$ cat src/hw/rtl/lma_pkg.sv
// Package for the Legendre moment accumulator: item and configuration types,
// controller states, fixed-point constants and a small clamp helper.
// No dependencies.
package lma_pkg;

    // Field widths
    localparam int IDX_W   = 12;
    localparam int DEG_W   = 4;
    localparam int CELLS_W = 13;
    localparam int WORD_W  = 32;
    localparam int SUM_W   = 64;

    // Configuration port
    localparam int CFG_IDX_W = 3;
    localparam logic [CFG_IDX_W-1:0] REG_DEGREE_X     = 3'd0;
    localparam logic [CFG_IDX_W-1:0] REG_DEGREE_Y     = 3'd1;
    localparam logic [CFG_IDX_W-1:0] REG_DEGREE_VALUE = 3'd2;
    localparam logic [CFG_IDX_W-1:0] REG_MIN_VALUE    = 3'd3;
    localparam logic [CFG_IDX_W-1:0] REG_MAX_VALUE    = 3'd4;
    localparam logic [CFG_IDX_W-1:0] REG_CELLS_X      = 3'd5;
    localparam logic [CFG_IDX_W-1:0] REG_CELLS_Y      = 3'd6;
    localparam logic [CFG_IDX_W-1:0] REG_CELL_AREA    = 3'd7;

    // Divider geometry: dividend left-aligned, quotient in the low bits
    localparam int DIV_W   = 63;
    localparam int DVS_W   = 33;
    localparam int DCNT_W  = 6;
    localparam logic [DCNT_W-1:0] ITERS_COORD = 6'd43;
    localparam logic [DCNT_W-1:0] ITERS_NORM  = 6'd63;
    localparam logic [DCNT_W-1:0] ITERS_POLY  = 6'd36;

    // Queue between intake and datapath
    localparam int QUEUE_DEPTH = 2;

    localparam logic signed [31:0] ONE_Q30 = 32'sd1073741824;

    // Coordinate / value division selector
    typedef enum logic [1:0] {
        DSEL_X,
        DSEL_Y,
        DSEL_V
    } lma_dsel_t;

    typedef enum logic [4:0] {
        ST_IDLE,
        ST_DIV_GO,
        ST_DIV_WAIT,
        ST_POLY_INIT,
        ST_POLY_TEST,
        ST_POLY_MUL,
        ST_POLY_NUM,
        ST_POLY_WAIT,
        ST_POLY_STORE,
        ST_PROD_1,
        ST_PROD_1R,
        ST_PROD_2,
        ST_PROD_2R,
        ST_AREA,
        ST_ACCUM,
        ST_SCALE_LO,
        ST_SCALE_HI,
        ST_EMIT
    } lma_state_t;

    typedef struct packed {
        logic [IDX_W-1:0]         col;
        logic [IDX_W-1:0]         row;
        logic signed [WORD_W-1:0] cell_value;
        logic signed [WORD_W-1:0] weight;
        logic                     last;
    } lma_item_t;

    typedef struct packed {
        logic [DEG_W-1:0]         degree_x;
        logic [DEG_W-1:0]         degree_y;
        logic [DEG_W-1:0]         degree_value;
        logic signed [WORD_W-1:0] min_value;
        logic signed [WORD_W-1:0] max_value;
        logic [CELLS_W-1:0]       cells_x;
        logic [CELLS_W-1:0]       cells_y;
        logic [WORD_W-1:0]        cell_area;
    } lma_cfg_t;

    // Clamp a signed 40-bit value to [-1,1] in Q2.30
    function automatic logic signed [31:0] clamp_q30(input logic signed [39:0] v);
        logic signed [39:0] one40;
        one40 = 40'sd1073741824;
        if (v > one40) begin
            return ONE_Q30;
        end
        if (v < -one40) begin
            return -ONE_Q30;
        end
        return v[31:0];
    endfunction

endpackage

$ cat src/hw/rtl/lma_queue.sv
// Intake side: accepts cell transactions and buffers them in a short queue
// ahead of the datapath. Depends on lma_pkg.
module lma_queue
    import lma_pkg::*;
(
    input  logic      clk,
    input  logic      rst_n,
    input  logic      push,
    input  lma_item_t push_item,
    output logic      ready,
    input  logic      pop,
    output logic      avail,
    output lma_item_t head
);

    localparam int PTR_W = $clog2(QUEUE_DEPTH);
    localparam int CNT_W = $clog2(QUEUE_DEPTH + 1);

    lma_item_t        store_reg [QUEUE_DEPTH];
    logic [PTR_W-1:0] wr_ptr_reg, wr_ptr_next;
    logic [PTR_W-1:0] rd_ptr_reg, rd_ptr_next;
    logic [CNT_W-1:0] count_reg, count_next;

    assign ready = (count_reg != CNT_W'(QUEUE_DEPTH));
    assign avail = (count_reg != '0);
    assign head  = store_reg[rd_ptr_reg];

    // Advance pointers and occupancy
    always_comb
    begin
        wr_ptr_next = wr_ptr_reg;
        rd_ptr_next = rd_ptr_reg;
        count_next  = count_reg;
        if (push)
        begin
            wr_ptr_next = (wr_ptr_reg == PTR_W'(QUEUE_DEPTH - 1)) ? '0 : wr_ptr_reg + 1'b1;
        end
        if (pop)
        begin
            rd_ptr_next = (rd_ptr_reg == PTR_W'(QUEUE_DEPTH - 1)) ? '0 : rd_ptr_reg + 1'b1;
        end
        if (push && !pop)
        begin
            count_next = count_reg + 1'b1;
        end
        else if (pop && !push)
        begin
            count_next = count_reg - 1'b1;
        end
    end

    always_ff @(posedge clk or negedge rst_n)
    begin
        if (!rst_n)
        begin
            wr_ptr_reg <= '0;
            rd_ptr_reg <= '0;
            count_reg  <= '0;
        end
        else
        begin
            wr_ptr_reg <= wr_ptr_next;
            rd_ptr_reg <= rd_ptr_next;
            count_reg  <= count_next;
        end
    end

    // Write the entry payload
    always_ff @(posedge clk)
    begin
        if (push)
        begin
            store_reg[wr_ptr_reg] <= push_item;
        end
    end

endmodule

$ cat config.mk
export PLATFORM = sky130hd
export DESIGN_NAME = lma_queue
export DESIGN_NICKNAME = d
export VERILOG_FILES = /design/src/hw/rtl/lma_pkg.sv /design/src/hw/rtl/lma_queue.sv
export SDC_FILE = /design/constraint.sdc
export NUM_CORES = 1
export LEC_CHECK = 0
export BUFFER_PORTS_ARGS = -buffer_cell sky130_fd_sc_hd__buf_4
export CORE_ASPECT_RATIO = 1.4
export CORE_MARGIN = 8
export CORE_UTILIZATION = 50
export CTS_CLUSTER_DIAMETER = 80
export DETAILED_ROUTE_END_ITERATION = 12
export PLACE_DENSITY = 0.77
export SETUP_SLACK_MARGIN = 0.5
export SYNTH_ARGS = -nofsm -noshare
export SYNTH_HDL_FRONTEND = slang
export SYNTH_SLANG_ARGS = --single-unit
$ cat constraint.sdc
create_clock -name clk -period 14.16 [get_ports clk]
set_clock_uncertainty 0.05 [all_clocks]
set_input_delay 2.832 -clock clk [delete_from_list [all_inputs] [get_ports clk]]
set_output_delay 2.832 -clock clk [all_outputs]
set_load 0.005 [all_outputs]
### After elaboration in Yosys (flattened, before gate mapping)

Memories as Yosys holds them, arrays and structs flattened.
Cells that the tools add are included.

| word-level totals | value |
|---|---|
| flip-flop bits (word level) | 4 |
| bits in writable memories | 178 |
| input port bits | 93 |
| output and inout port bits | 91 |
| logic and storage cells | 21 |
| memories kept | 1 |

| operators by class | value |
|---|---|
| $add $sub $neg | 4 |
| eq/ne operators | 1 |
| mux-type cells | 6 |
| reduce and logical (&&, ||, !) cells | 6 |

Memories:

| name | depth | width | read ports | clocked after Yosys merged registers in | write ports | RTL line | text |
|---|---|---|---|---|---|---|---|
| store_reg | 2 | 89 | 1 | 0 | 1 | lma_queue.sv:19 | `lma_item_t store_reg [QUEUE_DEPTH];` |

Operator list:

| kind | number |
|---|---|
| 2-to-1 mux 1 bit | 4 |
| 2-to-1 mux 2 bit | 2 |
| nonzero test 2 bit | 2 |
| adder 1 bit (second input constant) | 2 |
| adder 2 x 1 -> 2 bit (second input constant) | 1 |
| logical AND 1 bit | 2 |
| logical NOT 1 bit | 2 |
| != test 2 bit (second input constant) | 1 |
| subtractor 2 x 1 -> 2 bit (second input constant) | 1 |

### Depth between registers and ports, before layout

Gate-level depths: netlist of the first run.

| depth | value |
|---|---|
| depth after elaboration | 4 |
| gate-level depth with buffers | 5 |
| mapped depth without buffers | 5 |

### Worst setup path after synthesis of the first run

OpenSTA, ideal clock, no wires.

| path | value |
|---|---|
| path kind | in2reg |
| start | input push |
| end | memory store_reg[0][0] (netlist name) (enable) |
| setup time | 548 ps |
| data arrival time | 6714 ps |
| required time | 13562 ps |
| setup slack | 6848 ps |
| cell stages on the path | 1 |
| buffers on the path | 0 |
| path through | nor2b_1 |

| between the ends | value |
|---|---|
| longest elaborated chain between the ends | 2 |

RTL lines:

| element | RTL line | text |
|---|---|---|
| start: declaration | lma_queue.sv:8 | `input logic push,` |
| 2-to-1 mux 1 bit | lma_queue.sv:71 | `if (push)` |
| 2-to-1 mux 1 bit (not written as such) | lma_queue.sv:73 | `store_reg[wr_ptr_reg] <= push_item;` |
| end: declaration | lma_queue.sv:19 |  |

Every way passes these cells.

==> results.toml, run 1 <==
[cells_and_area]
drive_above_1_share_pct = 61.4
fin_util_pct = 66.1
areaGrowthSynthToFinish_pct = 30.8
final_area_mm2 = 0.00873
largest_reg_flops = 178
fillers = 885
nNetsFinal = 581

[sta]
max_clock_freq_mhz = 194
finalSetupTns_ns = 0
max_slew.worst_pin.slew_ns = 1.20
finalHoldViolations = 0
final-setup-viol-count = 0
slew_headroom_pct = 19.7
holdWs_ns = 0.443
min_period_over_period_pct = 36.4
slew_violations = 0
layout_min_cycle_time_ns = 5.15
rsz0062_at_grt = "no"

[synthesis]
synthArstFlopShare_pct = 2.20
yosys.area.top_type = "edfxtp_1"
syn_inst = 293
yosys_warnings = 0
synth_area_leaders = "edfxtp_1 (80%), mux2_2 (15%), clkbuf_8 (1.9%)"
yosysUniqueCellTypes = 14
ys_top_cells_by_count = "edfxtp_1 (178), mux2_2 (89), clkbuf_8 (9)"
yosysSeqAreaShare_pct = 81.6
synth-edff-count = 178
synth-main-ff-cell = "edfxtp_1"
synth_seq_cells = 182
yosysMostFrequentCell = "edfxtp_1"
synth_top_area_share_pct = 80.1
syn-cell-area_mm2 = 0.00667
syn_avg_cell_area_um2 = 22.8
synthesis.nets = 387

[setup_path]
crit_path_start_kind = "register"
critPathRequiredTime_ns = 11.28
crit_fanout = 90
cp-end-kind = "output port"
critPathArrivalTime_ns = 2.27
worstSetupPathType = "reg2out"

[placement]
dp_hpwl_um = 8980
placed_cell_area_mm2 = 0.00817
numPortBuffers = 183
gp_congestion = 0.753

[global_routing]
grt_start_max_net_pins = 91
grt_pass1_vias = 3783
grtUsageTotal_pct = 15.4
overflow = 0
grt_pass1_wl_um = 20100
antenna_found_initial = 1

[routing]
drc_errors = 0
wirelength_um = 13300
viasPerCell = 4.87
drt_iter0_drc = 100
drtPass1Iterations = 4
vias = 3324
routedWlPerCell_um = 19.5
ant_nets = 0

[status]
outcome = "finished, final reports clean"

[cts]
cts_hold_buf = 0
cts.htree.levels = 4
ctsResizeCount = 0
root_buffer = "clkbuf_16"
clkTransAtPathRegs_ns = 0.07
cts_sinks = 182
insertion_delay_ns = 0.41
cts_buffer_depth = 2
cts_buffers = 17
post_cts_buffers = 0
cts_tree = "built"

[worst_hold_path]
hold_path_class = "reg2reg"

[flow_run]
cap_violations = 0

[die]
die_h_um = 153
start_util_pct = 50.5
core_mm2 = 0.0132
dieArea_mm2 = 0.0173
fp.dieW_um = 114
ios = 184
num_rows = 50

[power_and_ir_drop]
ir_worst_vdd_uv = 254
power_density_mw_per_mm2 = 191
power_leakage_nw = 3.27
==> placed cells by master, fill, tap and decap left out <==
cell,n
diode_2,1
clkbuf_1,2
inv_6,3
clkinv_4,2
nor2b_4,1
buf_4,185
clkinv_1,1
or2_2,1
dfrtp_4,1
edfxtp_1,178
xnor2_1,1
ha_1,1
nand2b_1,1
nor2_1,1
bufinv_16,1
mux2_2,89
inv_1,1
clkinvlp_4,4
clkbuf_16,17
clkinv_2,1
and2_4,1
inv_8,1
dfrtp_1,3
xor2_1,4
==> power by group <==
part	leakage, nW	internal, mW	switching, mW
registers	1.72	0.716	0.0755
logic	1.29	0.267	0.166
clock network	0.260	0.245	0.195
total	3.27	1.23	0.437
==> final timing paths <==
path	from	end	slack [ns]	depth (start not counted)
worst max-delay path	rd_ptr_reg	head[45]	9.01	2
worst min-delay path	count_reg[1]	count_reg[1]	0.44	1
worst max register to register	wr_ptr_reg	store_reg[1][5]	12.03	2
worst min register to register	count_reg[1]	count_reg[1]	0.44	1
max in group asynchronous	rst_n	rd_ptr_reg	11.79	1
min in group asynchronous	rst_n	count_reg[1]	2.16	1
==> per-layer routing <==
layer | global-route usage [%] | up-vias | part of all wire, %
li1 | - | 1544 | -
met1 | 14.4 | 1641 | 35
met2 | 28.3 | 113 | 55
met3 | 5.08 | 26 | 6.0
met4 | 8.79 | 0 | 3.7
met5 | 0 | - | 0
==> critical path, stage by stage, from the launching register on <==
cell,delay [ns]
dfrtp_4,1.22
mux2_2,0.45
buf_4,0.14
==> cell type report <==
type	count	area, um^2	share of cell area (%)
diodes	1	2.50	0.0287
clock buffers	19	433	4.96
clock inverters	13	124	1.42
inverters	1	3.75	0.0430
multi-input cells	100	1100	12.6
flip-flops and latches	182	5450	62.4
well taps	182	228	2.61
repair buffers	185	1390	15.9
==> per-stage QoR <==
step / total power [mW] / cells / setup slack (ns)
2_1_floorplan: 1.03 / 293 / 6.85
3_3_place_gp: 1.23 / 650 / 9.46
3_5_place_dp: 1.25 / 650 / 9.43
4_1_cts: 1.69 / 682 / 8.97
5_1_grt: 1.74 / 683 / 8.91
6_report: 1.67 / 683 / 9.01
==> cells by family after synthesis <==
| family | count (synthesis) | share of synthesized area [%] |
|---|---|---|
| flip-flops | 182 | 81.6 |
| multiplexers | 89 | 15.0 |
| buffers and inverters | 11 | 2.08 |
| XOR/XNOR | 5 | 0.656 |
| AND/OR/NAND/NOR | 5 | 0.432 |
| adder cells (fa/ha/maj) | 1 | 0.188 |
Note: power is estimated with default switching activity, not from simulation.
==> run 2, diff against run 1 <==
--- a/config.mk
+++ b/config.mk
@@ -8,10 +8,10 @@
 export BUFFER_PORTS_ARGS = -buffer_cell sky130_fd_sc_hd__buf_4
 export CORE_ASPECT_RATIO = 1.4
 export CORE_MARGIN = 8
-export CORE_UTILIZATION = 50
+export CORE_UTILIZATION = 47
 export CTS_CLUSTER_DIAMETER = 80
 export DETAILED_ROUTE_END_ITERATION = 12
-export PLACE_DENSITY = 0.77
+export PLACE_DENSITY = 0.76
 export SETUP_SLACK_MARGIN = 0.5
 export SYNTH_ARGS = -nofsm -noshare
 export SYNTH_HDL_FRONTEND = slang
==> constraint.sdc (replaced) <==
create_clock -name clk -period 4.6 [get_ports clk]
set_clock_uncertainty 0.05 [all_clocks]
set_input_delay 0.92 -clock clk [delete_from_list [all_inputs] [get_ports clk]]
set_output_delay 0.92 -clock clk [all_outputs]
set_load 0.005 [all_outputs]
==> run 2 against run 1 <==
Compared with the run above: routed wire length shrank 0.83%; count of clock-buffer cells in the layout decreased by 1; register-to-register slack lost 9.5 ns; critical path depth is the same; worst setup slack got worse by 7.6 ns; non-clock buffer count up 1; power rose to 3.1 times the previous value; utilization down 3.2 points; die area rose by 5.6%; via count decreased by 0.15%; flip-flop and latch count stayed put.
==> results.toml, run 2 (synthesis results as in run 1) <==
[status]
outcome = "finished, final reports clean"

[setup_path]
r2r_slack_ns = 2.56
crit_path_start_kind = "register"
critPathRequiredTime_ns = 3.63
cp-end-kind = "output port"
cp.buffers_inverters = 1
crit_fanout = 90
rr_endpoint = "store_reg[1][6]"
slowest_stage = "dfrtp_4"
cp.depth = 2
regToRegStartpoint = "wr_ptr_reg"
worstSetupPathType = "reg2out"
path_cells = "mux2_2 -> buf_4"
critPathMaxStageDelay_ns = 1.22
critPathTopFamily = "flip-flops"
critPathArrivalTime_ns = 2.26
rr_worst_depth = 2

[placement]
dp_hpwl_um = 8960
numPortBuffers = 183
placed_cell_area_mm2 = 0.00818
gp_congestion = 0.724

[routing]
wirelength_um = 13200
vias = 3319
drc_errors = 0
met3_wirelength_um = 806
viasPerCell = 4.84
routed.top_layer = "met4"
drt-met1-wl_um = 4630
drt_iter0_drc = 146
routedWlPerCell_um = 19.2
ant_nets = 0
route.met2.wl_um = 7470
drtPass1Iterations = 4

[die]
start_util_pct = 48.0
die_h_um = 157
dieArea_mm2 = 0.0183
fp.dieW_um = 117
num_rows = 51
ios = 184
core_mm2 = 0.0139

[cells_and_area]
n_antenna_cell = 0
nNetsFinal = 582
fillers = 1014
drive_above_1_share_pct = 61.9
largest_reg_flops = 178
final_area_mm2 = 0.00875
final_common_cell = "buf_4"
areaGrowthSynthToFinish_pct = 31.1
mostFrequentLayoutCells = "buf_4 (186), edfxtp_1 (178), mux2_2 (89)"

[worst_hold_path]
hold_path_class = "in2async"

[sta]
rsz0062_at_grt = "no"
slew_headroom_pct = 19.9
finalSetupTns_ns = 0
max_clock_freq_mhz = 309
final-setup-viol-count = 0
layout_min_cycle_time_ns = 3.23
finalHoldViolations = 0
slew_violations = 0
max_slew.worst_pin.slew_ns = 1.20
min_period_over_period_pct = 70.3

[cts]
cts_buffer_depth = 2
root_buffer = "clkbuf_16"
cts_hold_buf = 0
ctsResizeCount = 0
cts.htree.levels = 4
insertion_delay_ns = 0.41
cts_buffers = 17
post_cts_buffers = 0
cts_tree = "built"
cts_sinks = 182
clkTransAtPathRegs_ns = 0.06

[global_routing]
overflow = 0
grt_pass1_wl_um = 19900
antenna_found_initial = 0
grt_pass1_vias = 3747
grtUsageTotal_pct = 14.8
grt_start_max_net_pins = 91

[power_and_ir_drop]
ir_worst_vdd_uv = 369
power_leakage_nw = 3.28
power_density_mw_per_mm2 = 590

[flow_run]
cap_violations = 0
==> run 2: worst max-delay path by stage <==
stage                 endpoint  slack (ns)       start
2_1_floorplan  store_reg[0][0]        0.87        push
3_3_place_gp          head[63]        1.80  rd_ptr_reg
3_5_place_dp          head[40]        1.77  rd_ptr_reg
4_1_cts               head[40]        1.31  rd_ptr_reg
5_1_grt                head[6]        1.21  rd_ptr_reg
6_report               head[6]        1.37  rd_ptr_reg
==> run 2: per-stage QoR <==
| stage | total power, mW | util [%] | hold slack, ns | setup WS (ns) | cells |
|---|---|---|---|---|---|
| 2_1_floorplan | 3.15 | - | 0.406 | 0.869 | 293 |
| 3_3_place_gp | 3.81 | 58.8 | 0.422 | 1.80 | 654 |
| 3_5_place_dp | 3.85 | 58.8 | 0.427 | 1.77 | 654 |
| 4_1_cts | 5.24 | 62.9 | 0.218 | 1.31 | 686 |
| 5_1_grt | 5.40 | 62.9 | 0.216 | 1.21 | 686 |
| 6_report | 5.16 | 62.9 | 0.239 | 1.37 | 686 |
==> run 2: layout make-up <==
cell class | instances | area, um^2 | area share (%)
inverters | 1 | 3.75 | 0.0429
clock buffers | 18 | 429 | 4.91
well taps | 185 | 231 | 2.65
flip-flops and latches | 182 | 5450 | 62.3
repair buffers | 186 | 1400 | 16.0
clock inverters | 14 | 141 | 1.62
multi-input cells | 100 | 1100 | 12.5
==> run 2: metal layers <==
layer  up-vias  global-route usage, %
li1       1547                      -
met1      1641                   14.7
met2       113                   27.2
met3        18                   4.14
met4         0                   7.10
met5         -                      0
==> run 2: worst register-to-register path: stages, from the launching register on <==
cell,delay (ns)
dfrtp_1,0.42
and2_4,0.85
buf_4,0.41
==> run 2: power breakdown <==
part           leakage (nW)  internal, mW  switching [mW]
sequential             1.72          2.20           0.229
clock                 0.272         0.762           0.625
combinational          1.29         0.826           0.514
total                  3.28          3.79            1.37
